File: src/rtl/core/fcba_pkg.sv
`timescale 1ns / 1ps

package fcba_pkg;

    // field widths
    localparam int MODE_W    = 2;
    localparam int SIZE_W    = 18;
    localparam int IDX_W     = 6;
    localparam int CNT_W     = 7;
    localparam int BB_W      = 13;
    localparam int STATUS_W  = 2;
    localparam int MARK_W    = 2;
    localparam int S_TDATA_W = 24;
    localparam int M_TDATA_W = 24;

    // configuration port
    localparam int APB_AW = 3;
    localparam int APB_DW = 32;
    localparam logic REG_BLOCK_BYTES = 1'b0;
    localparam logic [BB_W-1:0] BB_RESET = 13'd512;

    // serial divider
    localparam int DIV_CNT_W = 5;
    localparam logic [DIV_CNT_W-1:0] DIV_LAST = 5'(SIZE_W - 1);

    // operation codes
    localparam logic [MODE_W-1:0] MODE_CLEAR = 2'd0;
    localparam logic [MODE_W-1:0] MODE_ALLOC = 2'd1;
    localparam logic [MODE_W-1:0] MODE_FREE  = 2'd2;
    localparam logic [MODE_W-1:0] MODE_READ  = 2'd3;

    // result status codes
    localparam logic [STATUS_W-1:0] STAT_OK       = 2'd0;
    localparam logic [STATUS_W-1:0] STAT_NO_SPACE = 2'd1;
    localparam logic [STATUS_W-1:0] STAT_EMPTY    = 2'd2;
    localparam logic [STATUS_W-1:0] STAT_BAD      = 2'd3;

    // table entry marks
    localparam logic [MARK_W-1:0] MARK_FREE = 2'd0;
    localparam logic [MARK_W-1:0] MARK_LINK = 2'd1;
    localparam logic [MARK_W-1:0] MARK_END  = 2'd2;
    localparam logic [MARK_W-1:0] MARK_RSVD = 2'd3;

    typedef enum logic [2:0] {
        ST_IDLE,
        ST_DISPATCH,
        ST_DIV_WAIT,
        ST_ALLOC_SCAN,
        ST_ALLOC_TAIL,
        ST_FREE_WALK,
        ST_READ_WAIT,
        ST_DONE
    } state_t;

    typedef struct packed {
        logic              clear;
        logic              we;
        logic [IDX_W-1:0]  waddr;
        logic [MARK_W-1:0] wmark;
        logic [IDX_W-1:0]  wlink;
        logic [IDX_W-1:0]  raddr;
    } tbl_req_t;

    typedef struct packed {
        logic [MARK_W-1:0] mark;
        logic [IDX_W-1:0]  link;
    } tbl_rsp_t;

    typedef struct packed {
        logic              done;
        logic [SIZE_W-1:0] quo;
        logic              rem_nz;
    } div_rsp_t;

endpackage

File: src/rtl/core/fat_chain_block_allocator.sv
`timescale 1ns / 1ps

// File allocation table allocator over FAT_ENTRIES linked block entries.
// Input stream: s_tuser carries the operation (clear, allocate, free chain,
// read entry); s_tdata carries the byte size and the start/entry index.
// Result stream: one transfer per input transfer, status in m_tuser, chain
// head, block count, link and entry marks in m_tdata.
// One operation is in flight at a time; s_tready is high only while idle.
// Allocate waits on the serial divider for the block count, then scans the
// table memory at one entry a cycle; free chain follows one link a cycle
// through the table memory's read port.
// The finished result sits in an output register; the next operation is
// taken while it waits, and only its own result waits for m_tready.
// block_bytes must be written on the APB-style port only while the block is
// idle; the block does not enforce it. A value of zero acts as one.
// Reset: synchronous, active low; all entries read as free at once (per-entry
// valid bits, no clearing pass), block_bytes returns to 512.
module fat_chain_block_allocator #(
    parameter int FAT_ENTRIES = 64
) (
    input  logic                           aclk,
    input  logic                           aresetn,
    // input stream
    input  logic                           s_tvalid,
    output logic                           s_tready,
    // size_bytes[17:0], start_index[23:18]
    input  logic [fcba_pkg::S_TDATA_W-1:0] s_tdata,
    // mode[1:0]
    input  logic [fcba_pkg::MODE_W-1:0]    s_tuser,
    // result stream
    output logic                           m_tvalid,
    input  logic                           m_tready,
    // first_index[5:0], block_count[12:6], next_index[18:13], is_end[19],
    // is_free[20], zero fill [23:21]
    output logic [fcba_pkg::M_TDATA_W-1:0] m_tdata,
    // status[1:0]
    output logic [fcba_pkg::STATUS_W-1:0]  m_tuser,
    // configuration
    input  logic                           psel,
    input  logic                           penable,
    input  logic                           pwrite,
    input  logic [fcba_pkg::APB_AW-1:0]    paddr,
    input  logic [fcba_pkg::APB_DW-1:0]    pwdata,
    output logic [fcba_pkg::APB_DW-1:0]    prdata,
    output logic                           pready
);
    import fcba_pkg::*;

    localparam logic [CNT_W-1:0] NUM_ENTRIES = CNT_W'(FAT_ENTRIES);

    state_t              state_reg, state_next;
    logic [BB_W-1:0]     bb_reg, bb_next;
    logic [CNT_W-1:0]    free_cnt_reg, free_cnt_next;
    logic                m_tvalid_reg, m_tvalid_next;
    logic [M_TDATA_W-1:0] out_data_reg, out_data_next;
    logic [STATUS_W-1:0] out_user_reg, out_user_next;

    logic [MODE_W-1:0]   mode_reg, mode_next;
    logic [SIZE_W-1:0]   size_reg, size_next;
    logic [IDX_W-1:0]    start_reg, start_next;
    logic [CNT_W-1:0]    need_reg, need_next;
    logic [CNT_W-1:0]    scan_reg, scan_next;
    logic                pend_reg, pend_next;
    logic [IDX_W-1:0]    pidx_reg, pidx_next;
    logic [IDX_W-1:0]    prev_reg, prev_next;
    logic [CNT_W-1:0]    got_reg, got_next;
    logic [IDX_W-1:0]    cur_reg, cur_next;
    logic [CNT_W-1:0]    cnt_reg, cnt_next;

    logic [STATUS_W-1:0] res_status_reg, res_status_next;
    logic [IDX_W-1:0]    res_first_reg, res_first_next;
    logic [CNT_W-1:0]    res_count_reg, res_count_next;
    logic [IDX_W-1:0]    res_link_reg, res_link_next;
    logic                res_end_reg, res_end_next;
    logic                res_free_reg, res_free_next;

    tbl_req_t            tbl_req;
    tbl_rsp_t            tbl_rsp;
    div_rsp_t            div_rsp;
    logic                div_start;
    logic [BB_W-1:0]     divisor;
    logic [SIZE_W:0]     need_full;
    logic                out_free;
    logic                start_out;
    logic                cfg_write;
    logic [CNT_W-1:0]    cnt_inc;

    fcba_table #(
        .FAT_ENTRIES(FAT_ENTRIES)
    ) u_table (
        .aclk    (aclk),
        .aresetn (aresetn),
        .req     (tbl_req),
        .rsp     (tbl_rsp)
    );

    fcba_div u_div (
        .aclk     (aclk),
        .aresetn  (aresetn),
        .start    (div_start),
        .dividend (size_reg),
        .divisor  (divisor),
        .rsp      (div_rsp)
    );

    assign divisor   = (bb_reg == '0) ? BB_W'(1) : bb_reg;
    assign need_full = {1'b0, div_rsp.quo} + (SIZE_W+1)'(div_rsp.rem_nz);
    assign out_free  = !m_tvalid_reg || m_tready;
    assign start_out = ({1'b0, start_reg} >= NUM_ENTRIES);
    assign cnt_inc   = cnt_reg + 1'b1;
    assign cfg_write = psel && penable && pwrite && pready;

    assign s_tready = (state_reg == ST_IDLE);
    assign m_tvalid = m_tvalid_reg;
    assign m_tdata  = out_data_reg;
    assign m_tuser  = out_user_reg;
    assign pready   = 1'b1;
    assign prdata   = (paddr[APB_AW-1] == REG_BLOCK_BYTES) ? APB_DW'(bb_reg) : '0;

    always_comb begin
        state_next      = state_reg;
        bb_next         = bb_reg;
        free_cnt_next   = free_cnt_reg;
        m_tvalid_next   = m_tvalid_reg && !m_tready;
        out_data_next   = out_data_reg;
        out_user_next   = out_user_reg;
        mode_next       = mode_reg;
        size_next       = size_reg;
        start_next      = start_reg;
        need_next       = need_reg;
        scan_next       = scan_reg;
        pend_next       = pend_reg;
        pidx_next       = pidx_reg;
        prev_next       = prev_reg;
        got_next        = got_reg;
        cur_next        = cur_reg;
        cnt_next        = cnt_reg;
        res_status_next = res_status_reg;
        res_first_next  = res_first_reg;
        res_count_next  = res_count_reg;
        res_link_next   = res_link_reg;
        res_end_next    = res_end_reg;
        res_free_next   = res_free_reg;
        tbl_req         = '0;
        tbl_req.raddr   = start_reg;
        div_start       = 1'b0;

        if (cfg_write && (paddr[APB_AW-1] == REG_BLOCK_BYTES)) begin
            bb_next = pwdata[BB_W-1:0];
        end

        case (state_reg)
            ST_IDLE: begin
                if (s_tvalid) begin
                    mode_next  = s_tuser;
                    size_next  = s_tdata[SIZE_W-1:0];
                    start_next = s_tdata[SIZE_W+IDX_W-1:SIZE_W];
                    state_next = ST_DISPATCH;
                end
            end
            ST_DISPATCH: begin
                res_status_next = STAT_OK;
                res_first_next  = '0;
                res_count_next  = '0;
                res_link_next   = '0;
                res_end_next    = 1'b0;
                res_free_next   = 1'b0;
                case (mode_reg)
                    MODE_CLEAR: begin
                        tbl_req.clear = 1'b1;
                        free_cnt_next = NUM_ENTRIES;
                        state_next    = ST_DONE;
                    end
                    MODE_ALLOC: begin
                        if (size_reg == '0) begin
                            res_status_next = STAT_EMPTY;
                            state_next      = ST_DONE;
                        end else begin
                            div_start  = 1'b1;
                            state_next = ST_DIV_WAIT;
                        end
                    end
                    MODE_FREE: begin
                        cur_next = start_reg;
                        cnt_next = '0;
                        if (start_out) begin
                            res_status_next = STAT_BAD;
                            state_next      = ST_DONE;
                        end else begin
                            state_next = ST_FREE_WALK;
                        end
                    end
                    default: begin
                        if (start_out) begin
                            res_status_next = STAT_BAD;
                            state_next      = ST_DONE;
                        end else begin
                            state_next = ST_READ_WAIT;
                        end
                    end
                endcase
            end
            ST_DIV_WAIT: begin
                if (div_rsp.done) begin
                    if (need_full > (SIZE_W+1)'(free_cnt_reg)) begin
                        res_status_next = STAT_NO_SPACE;
                        state_next      = ST_DONE;
                    end else begin
                        need_next  = need_full[CNT_W-1:0];
                        scan_next  = '0;
                        pend_next  = 1'b0;
                        got_next   = '0;
                        state_next = ST_ALLOC_SCAN;
                    end
                end
            end
            ST_ALLOC_SCAN: begin
                // reads run one entry ahead of the link writes, which only touch lower entries
                tbl_req.raddr = scan_reg[IDX_W-1:0];
                if (scan_reg < NUM_ENTRIES) begin
                    scan_next = scan_reg + 1'b1;
                    pend_next = 1'b1;
                    pidx_next = scan_reg[IDX_W-1:0];
                end else begin
                    pend_next = 1'b0;
                end
                if (pend_reg && (tbl_rsp.mark == MARK_FREE)) begin
                    if (got_reg == '0) begin
                        res_first_next = pidx_reg;
                    end else begin
                        tbl_req.we    = 1'b1;
                        tbl_req.waddr = prev_reg;
                        tbl_req.wmark = MARK_LINK;
                        tbl_req.wlink = pidx_reg;
                    end
                    prev_next = pidx_reg;
                    got_next  = got_reg + 1'b1;
                    if ((got_reg + 1'b1) == need_reg) begin
                        state_next = ST_ALLOC_TAIL;
                    end
                end
            end
            ST_ALLOC_TAIL: begin
                tbl_req.we      = 1'b1;
                tbl_req.waddr   = prev_reg;
                tbl_req.wmark   = MARK_END;
                tbl_req.wlink   = prev_reg;
                res_count_next  = need_reg;
                free_cnt_next   = free_cnt_reg - need_reg;
                state_next      = ST_DONE;
            end
            ST_FREE_WALK: begin
                // follow the link straight from the read data
                tbl_req.raddr = tbl_rsp.link;
                if (tbl_rsp.mark == MARK_FREE) begin
                    res_status_next = (cnt_reg == '0) ? STAT_BAD : STAT_OK;
                    res_count_next  = cnt_reg;
                    free_cnt_next   = free_cnt_reg + cnt_reg;
                    state_next      = ST_DONE;
                end else begin
                    tbl_req.we    = 1'b1;
                    tbl_req.waddr = cur_reg;
                    tbl_req.wmark = MARK_FREE;
                    tbl_req.wlink = tbl_rsp.link;
                    cnt_next      = cnt_inc;
                    cur_next      = tbl_rsp.link;
                    if ((tbl_rsp.mark != MARK_LINK) ||
                        ({1'b0, tbl_rsp.link} >= NUM_ENTRIES) ||
                        (cnt_inc == NUM_ENTRIES)) begin
                        res_count_next = cnt_inc;
                        free_cnt_next  = free_cnt_reg + cnt_inc;
                        state_next     = ST_DONE;
                    end
                end
            end
            ST_READ_WAIT: begin
                res_link_next = (tbl_rsp.mark == MARK_LINK) ? tbl_rsp.link : '0;
                res_end_next  = (tbl_rsp.mark == MARK_END) || (tbl_rsp.mark == MARK_RSVD);
                res_free_next = (tbl_rsp.mark == MARK_FREE);
                state_next    = ST_DONE;
            end
            ST_DONE: begin
                if (out_free) begin
                    m_tvalid_next = 1'b1;
                    out_user_next = res_status_reg;
                    out_data_next = {3'b000, res_free_reg, res_end_reg, res_link_reg,
                                     res_count_reg, res_first_reg};
                    state_next    = ST_IDLE;
                end
            end
            default: begin
                state_next = ST_IDLE;
            end
        endcase
    end

    always_ff @(posedge aclk) begin
        if (!aresetn) begin
            state_reg    <= ST_IDLE;
            bb_reg       <= BB_RESET;
            free_cnt_reg <= NUM_ENTRIES;
            m_tvalid_reg <= 1'b0;
        end else begin
            state_reg    <= state_next;
            bb_reg       <= bb_next;
            free_cnt_reg <= free_cnt_next;
            m_tvalid_reg <= m_tvalid_next;
        end
    end

    always_ff @(posedge aclk) begin
        out_data_reg   <= out_data_next;
        out_user_reg   <= out_user_next;
        mode_reg       <= mode_next;
        size_reg       <= size_next;
        start_reg      <= start_next;
        need_reg       <= need_next;
        scan_reg       <= scan_next;
        pend_reg       <= pend_next;
        pidx_reg       <= pidx_next;
        prev_reg       <= prev_next;
        got_reg        <= got_next;
        cur_reg        <= cur_next;
        cnt_reg        <= cnt_next;
        res_status_reg <= res_status_next;
        res_first_reg  <= res_first_next;
        res_count_reg  <= res_count_next;
        res_link_reg   <= res_link_next;
        res_end_reg    <= res_end_next;
        res_free_reg   <= res_free_next;
    end

    a_free_cnt_range: assert property (@(posedge aclk) disable iff (!aresetn)
        free_cnt_reg <= NUM_ENTRIES)
        else $error("free entry count above table size");

    a_one_in_flight: assert property (@(posedge aclk) disable iff (!aresetn)
        (s_tvalid && s_tready) |=> !s_tready)
        else $error("second transfer taken while an operation is in flight");

    a_result_from_done: assert property (@(posedge aclk) disable iff (!aresetn)
        $rose(m_tvalid) |-> $past(state_reg == ST_DONE))
        else $error("result raised outside the completion step");

    a_scan_short: assert property (@(posedge aclk) disable iff (!aresetn)
        (state_reg == ST_ALLOC_SCAN) |-> (got_reg < need_reg))
        else $error("allocation scan claimed more entries than requested");

endmodule

File: src/rtl/core/fcba_div.sv
`timescale 1ns / 1ps

module fcba_div (
    input  logic                        aclk,
    input  logic                        aresetn,
    input  logic                        start,
    input  logic [fcba_pkg::SIZE_W-1:0] dividend,
    input  logic [fcba_pkg::BB_W-1:0]   divisor,
    output fcba_pkg::div_rsp_t          rsp
);
    import fcba_pkg::*;

    logic                 busy_reg, busy_next;
    logic                 done_reg, done_next;
    logic [DIV_CNT_W-1:0] cnt_reg, cnt_next;
    logic [BB_W-1:0]      rem_reg, rem_next;
    logic [SIZE_W-1:0]    quo_reg, quo_next;
    logic [BB_W-1:0]      dvs_reg, dvs_next;
    logic [BB_W:0]        shifted;
    logic [BB_W:0]        diff;
    logic                 ge;

    // restoring division, one quotient bit a cycle, msb first
    always_comb begin
        shifted   = {rem_reg, quo_reg[SIZE_W-1]};
        diff      = shifted - {1'b0, dvs_reg};
        ge        = (shifted >= {1'b0, dvs_reg});
        busy_next = busy_reg;
        done_next = 1'b0;
        cnt_next  = cnt_reg;
        rem_next  = rem_reg;
        quo_next  = quo_reg;
        dvs_next  = dvs_reg;
        if (start) begin
            busy_next = 1'b1;
            cnt_next  = '0;
            rem_next  = '0;
            quo_next  = dividend;
            dvs_next  = divisor;
        end else if (busy_reg) begin
            rem_next = ge ? diff[BB_W-1:0] : shifted[BB_W-1:0];
            quo_next = {quo_reg[SIZE_W-2:0], ge};
            if (cnt_reg == DIV_LAST) begin
                busy_next = 1'b0;
                done_next = 1'b1;
            end else begin
                cnt_next = cnt_reg + 1'b1;
            end
        end
    end

    always_ff @(posedge aclk) begin
        if (!aresetn) begin
            busy_reg <= 1'b0;
            done_reg <= 1'b0;
            cnt_reg  <= '0;
        end else begin
            busy_reg <= busy_next;
            done_reg <= done_next;
            cnt_reg  <= cnt_next;
        end
    end

    always_ff @(posedge aclk) begin
        rem_reg <= rem_next;
        quo_reg <= quo_next;
        dvs_reg <= dvs_next;
    end

    assign rsp.done   = done_reg;
    assign rsp.quo    = quo_reg;
    assign rsp.rem_nz = |rem_reg;

endmodule

File: src/rtl/core/fcba_table.sv
`timescale 1ns / 1ps

module fcba_table #(
    parameter int FAT_ENTRIES = 64
) (
    input  logic               aclk,
    input  logic               aresetn,
    input  fcba_pkg::tbl_req_t req,
    output fcba_pkg::tbl_rsp_t rsp
);
    import fcba_pkg::*;

    localparam int AW = $clog2(FAT_ENTRIES);

    logic [MARK_W+IDX_W-1:0] mem [FAT_ENTRIES];
    logic [FAT_ENTRIES-1:0]  valid_reg;
    logic [MARK_W+IDX_W-1:0] rd_data_reg;
    logic                    rd_valid_reg;
    logic                    same_addr;

    assign same_addr = req.we && (req.waddr[AW-1:0] == req.raddr[AW-1:0]);

    always_ff @(posedge aclk) begin
        if (req.we) begin
            mem[req.waddr[AW-1:0]] <= {req.wmark, req.wlink};
        end
    end

    // read with write-first bypass so a walk that revisits an entry sees the new mark
    always_ff @(posedge aclk) begin
        if (same_addr) begin
            rd_data_reg <= {req.wmark, req.wlink};
        end else begin
            rd_data_reg <= mem[req.raddr[AW-1:0]];
        end
    end

    // per-entry valid bits stand in for the clear; an invalid entry reads as free
    always_ff @(posedge aclk) begin
        if (!aresetn) begin
            valid_reg    <= '0;
            rd_valid_reg <= 1'b0;
        end else begin
            if (req.clear) begin
                valid_reg <= '0;
            end else if (req.we) begin
                valid_reg[req.waddr[AW-1:0]] <= 1'b1;
            end
            rd_valid_reg <= same_addr ? 1'b1 : valid_reg[req.raddr[AW-1:0]];
        end
    end

    assign rsp.mark = rd_valid_reg ? rd_data_reg[MARK_W+IDX_W-1:IDX_W] : MARK_FREE;
    assign rsp.link = rd_data_reg[IDX_W-1:0];

endmodule

File: config.mk
export PLATFORM = sky130hd
export DESIGN_NAME = fat_chain_block_allocator
export DESIGN_NICKNAME = d
export VERILOG_FILES = /design/src/rtl/core/fcba_pkg.sv /design/src/rtl/core/fat_chain_block_allocator.sv /design/src/rtl/core/fcba_div.sv /design/src/rtl/core/fcba_table.sv
export SDC_FILE = /design/constraint.sdc
export NUM_CORES = 1
export LEC_CHECK = 0
export ABC_AREA = 1
export BUFFER_PORTS_ARGS = -buffer_cell sky130_fd_sc_hd__buf_2
export CORE_ASPECT_RATIO = 1.25
export CORE_MARGIN = 5
export CORE_UTILIZATION = 45
export CTS_BUF_LIST = sky130_fd_sc_hd__clkbuf_4 sky130_fd_sc_hd__clkbuf_8 sky130_fd_sc_hd__clkbuf_16
export DETAILED_ROUTE_END_ITERATION = 8
export MAX_ROUTING_LAYER = met4
export PLACE_DENSITY = 0.71
export RECOVER_POWER = 100
export SYNTH_ARGS = -nofsm -noshare
export SYNTH_HDL_FRONTEND = slang
export SYNTH_SLANG_ARGS = --single-unit
File: constraint.sdc
create_clock -name aclk -period 7.61 [get_ports aclk]
set_clock_uncertainty 0.05 [all_clocks]
set_input_delay 0.3805 -clock aclk [delete_from_list [all_inputs] [get_ports aclk]]
set_output_delay 0.3805 -clock aclk [all_outputs]
set_load 0.05 [all_outputs]
* Word-level counts from Yosys, hierarchy flattened
Memory sizes are Yosys's and may differ from the RTL's. A register that Yosys moved wholly into a read port is not among the register bits.
Cells that the tools add are included.
** Word-level totals
- Register bits :: 259
- RAM bits :: 512
- Input bits :: 68
- Output and inout port bits :: 61
- Memories :: 1
** Memories
- u_table.mem :: words 64, width 8, rd ports 1, clocked after memory_dff 1, wr ports 1, line fcba_table.sv:15 : logic [MARK_W+IDX_W-1:0] mem [FAT_ENTRIES];
** Cells by class
- $add $sub $neg :: 9
- Order comparisons :: 6
- Eq/ne operators :: 31
- Multiplexer cells :: 76
- Bitwise operators :: 6
- Reduce and logical (&&, ||, !) cells :: 46
** Operator list (count)
- 7-bit two-way mux :: 11
- 64-bit OR :: 1
- 6-bit case mux with 2 select lines :: 4
- 15-bit two-way mux :: 3
- 15-bit case mux with 3 select lines :: 1
- 7-bit case mux with 2 select lines :: 3
- 7-bit case mux with 3 select lines :: 2
- 18-bit two-way mux :: 2
- 6-bit two-way mux :: 5
- 3-bit two-way mux :: 9
- 13-bit two-way mux :: 2
- 7-bit by 1-bit adder with 7-bit output (second input constant) :: 3
- 3-bit case mux with 7 select lines :: 1
- 2-bit inequality test (second input constant) :: 10
- 18-bit by 1-bit adder with 19-bit output :: 1
- 19-bit by 7-bit greater-than comparator with 1-bit output :: 1
- 1-bit two-way mux :: 19
- 18-bit zero test :: 1
- 3-bit AND reduction :: 5
- 7-bit adder :: 2
- 14-bit by 13-bit >= comparator with 1-bit output :: 1
- 7-bit zero test :: 2
- 6-bit by 7-bit less-than comparator with 1-bit output (second input constant) :: 2
- 2-bit two-way mux :: 7
- other kinds (36) :: 76

* Longest topological paths before layout
- Depth after elaboration :: 10
- Gate-level depth with buffers :: 34
- Mapped depth without buffers :: 31

* Modules after synthesis
A second synthesis with hierarchy kept.
** Second synthesis, totals
- Cells, all modules :: 3304
- Area total of the unflattened synthesis :: 33962.6 µm²
** Modules (own cells, without submodules)
- fcba_table :: instances 1, cells each 2087, area each 23423.7 µm²
- fat_chain_block_allocator :: instances 1, cells each 817, area each 7438.4 µm²
- fcba_div :: instances 1, cells each 400, area each 3100.5 µm²

* Worst setup path before layout
OpenSTA, ideal clock, no wires.
- Path kind :: reg-to-reg
- Start point :: register (tool-made name)
- End point :: memory u_table.mem[0][0] (netlist bit), data pin
- Arrival time :: 3.852 ns
- Data required time :: 6.993 ns
- Path slack :: 3.141 ns
- Stages on the path, launching flop included :: 20
- Path buffers :: 3
- Cell sequence :: dfxtp_1 buf_6 inv_6 buf_6 nand2_1 nand3_1 nand3_1 nand2_1 nand2_1 nand2_1 o211ai_1 nand2_1 nand2_2 nand2_2 buf_6 inv_4 nand2_1 nor2_2 nand2_2 o221ai_1
** RTL lines (line)
- end: declaration :: fcba_table.sv:15

* Worst setup path in the final report
- Start point :: register state_reg[2]
- End point :: memory u_table.mem[16][2] (netlist bit), enable pin
** Between the ends
- Cells in the longest elaborated chain, start to end :: 4
- Elaborated cells on any way between the ends :: 6
- Classes of those cells :: 3 x eq/ne; 3 x mux
** Ends and longest elaborated chain
- start: declaration :: line fat_chain_block_allocator.sv:51 : state_t state_reg, state_next;
- start signal: assignment :: line fat_chain_block_allocator.sv:304 : state_reg <= state_next;
- 3-bit == test / 3-bit by 2-bit == test with 1-bit output (equally long branches) :: line fat_chain_block_allocator.sv:152 : case (state_reg)
- 15-bit case mux with 3 select lines * :: line fat_chain_block_allocator.sv:152
- 1-bit two-way mux :: line fcba_table.sv:24 : if (req.we) begin
- 1-bit two-way mux (implied by the code) :: line fcba_table.sv:25 : mem[req.waddr[AW-1:0]] <= {req.wmark, req.wlink};
Every way passes the cells marked *; elsewhere a longest branch is shown, timed or not.

==> flow_summary.yaml <==
setup_path:
  crit_chain: "inv_1 > nor2_1 > inv_1 > nor2_4 > clkbuf_1 > nand2_1 > nand2_1 > clkinv_1 > nand2_1 > nand2_1 > nor3_1"
  critical_path.slowest_cell: "clkbuf_1"
  arrival_ps: 6670
  critPathMaxFanout: 72
  path_common_cell: "nand2_1"
  criticalPathCategory: "reg -> reg"
  max_stage_delay_ps: 2270
  crit_family: "simple AND/OR/NAND/NOR gates"
  reg2reg_from: "state_reg[2]$_SDFFE_PN0P_"
  crit_buf_inv: 4
  endpoint_kind: "register"
  required_ps: 7760
  startpoint: "state_reg[2]$_SDFFE_PN0P_"
  critPathLaunchType: "register"
logic_synthesis:
  synth_edf_count: 662
  synth_seq_cells: 777
  synth_warnings: 0
  synthDistinctLibCells: 53
  syn-cell-area_sq_um: 33800
  avgSynthCellArea_sq_um: 10.6
  synth_ff_type: "edfxtp_1"
  async_flop_share_pct: 0
  synthesis.instances: 3176
  seq_area_frac_synth_pct: 65.7
global_route:
  gr-total-overflow: 0
  grt_usage_pct: 20.3
  grt_pass1_vias: 22554
  antenna_found_initial: 0
  grt_pass1_wl_microns: 125000
  grt_max_degree: 157
cts:
  cts_sinks: 777
  cts_setup_buffers: 0
  postCtsHoldBufs: 37
  cts-resized-gates: 0
  clock-root-buffer: "clkbuf_16"
  cts_max_level: 3
  cts.clk_slew.worst_paths_ps: 70
  clk_latency_ps: 630
  cts_tree: "built"
  numCtsBuffers: 73
  clock_path_buffers: 3
hold_path:
  min_from: "pwdata[3]"
  hp-class: "in -> reg"
sta:
  slew_headroom_pct: -116
  hold_viol_final: 0
  setup_tns_ps: 0
  fin_crit_ps: 6520
  tightest_slew_ps: 3240
  setup_violations: 0
  rsz0062_at_grt: "false"
  fin_crit_sh_pct: 85.7
  fmax_mhz: 153
  drv_slew: 435
outcome:
  failed_checks: "capacitance limit, slew limit"
  status: "finished with violations"
finish:
  drive_gt1_share_pct: 7.02
  final_common_cell: "edfxtp_1"
  fillerInstances: 6530
  most-common-layout-cells: "edfxtp_1 (662), nand2_1 (658), nand3_1 (348), inv_1 (277), nor2_1 (276)"
  diodes: 0
  area_growth_pct: 10.8
  final_net_count: 3351
  largest_register_ffs: 512
  design_area_sq_um: 37400
pwr:
  finalPower_uw: 14200
  p_leak_uw: 0.0143
  power.density_nw_per_um2: 380
  max-vdd-ir-drop_mv: 0.248
routing:
  wl_per_cell_microns: 19.2
  postRouteWirelength_microns: 82000
  ant_nets: 0
  drc: 0
  drt-pass1-iter-count: 6
  post_drt_via_cell_ratio: 5.46
  drt_first_iter_violations: 2464
  routed-via-count: 23332
placed_design:
  dp_hpwl_microns: 50600
  placed_area_sq_um: 34900
  portBuffers: 84
  gp_congestion: 0.972
die:
  core_sq_um: 74600
  dieArea_sq_um: 80700
  rows: 112
  dieWidth_microns: 255
  die_h_microns: 316
  ios: 129
  start_util_pct: 45.3
flow_run:
  maxCapViolCount: 12
==> synthesized netlist by cell type (all sizes together) (9+ instances only) <==
cell type	count	area share, %
a21oi	150	2.4
nand3	349	5.2
nand4	14	0.26
dfxtp	115	6.8
o22ai	71	1.3
nor2	284	3.5
buf	129	2.6
inv	291	3.3
o21ai	239	3.6
xnor2	9	0.23
xor2	29	0.75
clkbuf	51	0.57
ha	36	1.3
nor3	17	0.30
edfxtp	662	59
nand2	661	7.5
==> logic make-up (layout without fill, tap and decap cells) <==
| group | count (synthesis) | count (layout) | synth area share [%] |
|---|---|---|---|
| buf+inv | 474 | 582 | 6.48 |
| compound gates | 496 | 496 | 8.09 |
| simple gates | 1351 | 1351 | 17.3 |
| flops | 777 | 777 | 65.7 |
| xor+xnor | 38 | 38 | 0.985 |
| fa+ha+maj | 38 | 38 | 1.45 |
| other cells | 2 | 23 | 0.0222 |
==> layout make-up <==
type	count	area (sq um)	area share [%]
Multi-Input combinational cell	1946	9360	25.0
Sequential cell	777	22200	59.3
Timing Repair Buffer	153	1000	2.67
Clock buffer	105	2130	5.69
Clock inverter	30	400	1.07
Tap cell	969	1210	3.24
Inverter	294	1120	2.98
==> report_power, final <==
part / switching [uW] / internal (uW) / total [uW]
Combinational: 3530 / 1230 / 4760
Clock: 1570 / 2240 / 3810
Sequential: 254 / 5400 / 5650
==> per-layer routing <==
metal | up-vias | global-route usage [%] | wire (microns)
met3 | 230 | 2.62 | 4830
met5 | - | - | 0
met4 | 0 | 9.96 | 4340
met1 | 11203 | 24.3 | 31700
li1 | 11030 | - | -
met2 | 869 | 34.2 | 41100
==> per-stage QoR <==
| stage | util, % | instances | setup WS [ps] | hold WS [ps] |
|---|---|---|---|---|
| floorplan | - | 3197 | 3140 | 350 |
| global placement | 46.8 | 4102 | 1870 | 352 |
| detailed placement | 46.8 | 4102 | 1820 | 356 |
| CTS | 50.7 | 4274 | 1810 | 0.792 |
| global route | 50.2 | 4274 | 612 | 35.0 |
| finish | 50.2 | 4274 | 1090 | 22.8 |
==> final timing paths <==
path / to / slack [ps] / cells past startpoint
setup / recovery: u_table.mem[16][2]$_DFFE_PP_ / 1090 / 11
hold / removal: bb_reg[3]$_SDFFE_PN0P_ / 20 / 3
setup reg to reg: u_table.mem[16][2]$_DFFE_PP_ / 1090 / 11
hold reg to reg: m_tdata[18]$_DFFE_PP_ / 370 / 0
==> worst reg2reg max path: stages (launching register included) <==
cell	delay, ps
dfxtp_1	370
inv_1	100
nor2_1	420
inv_1	230
nor2_4	110
clkbuf_1	2270
nand2_1	490
nand2_1	240
clkinv_1	110
nand2_1	170
nand2_1	150
nor3_1	1400
(Power assumes the default switching activity.)
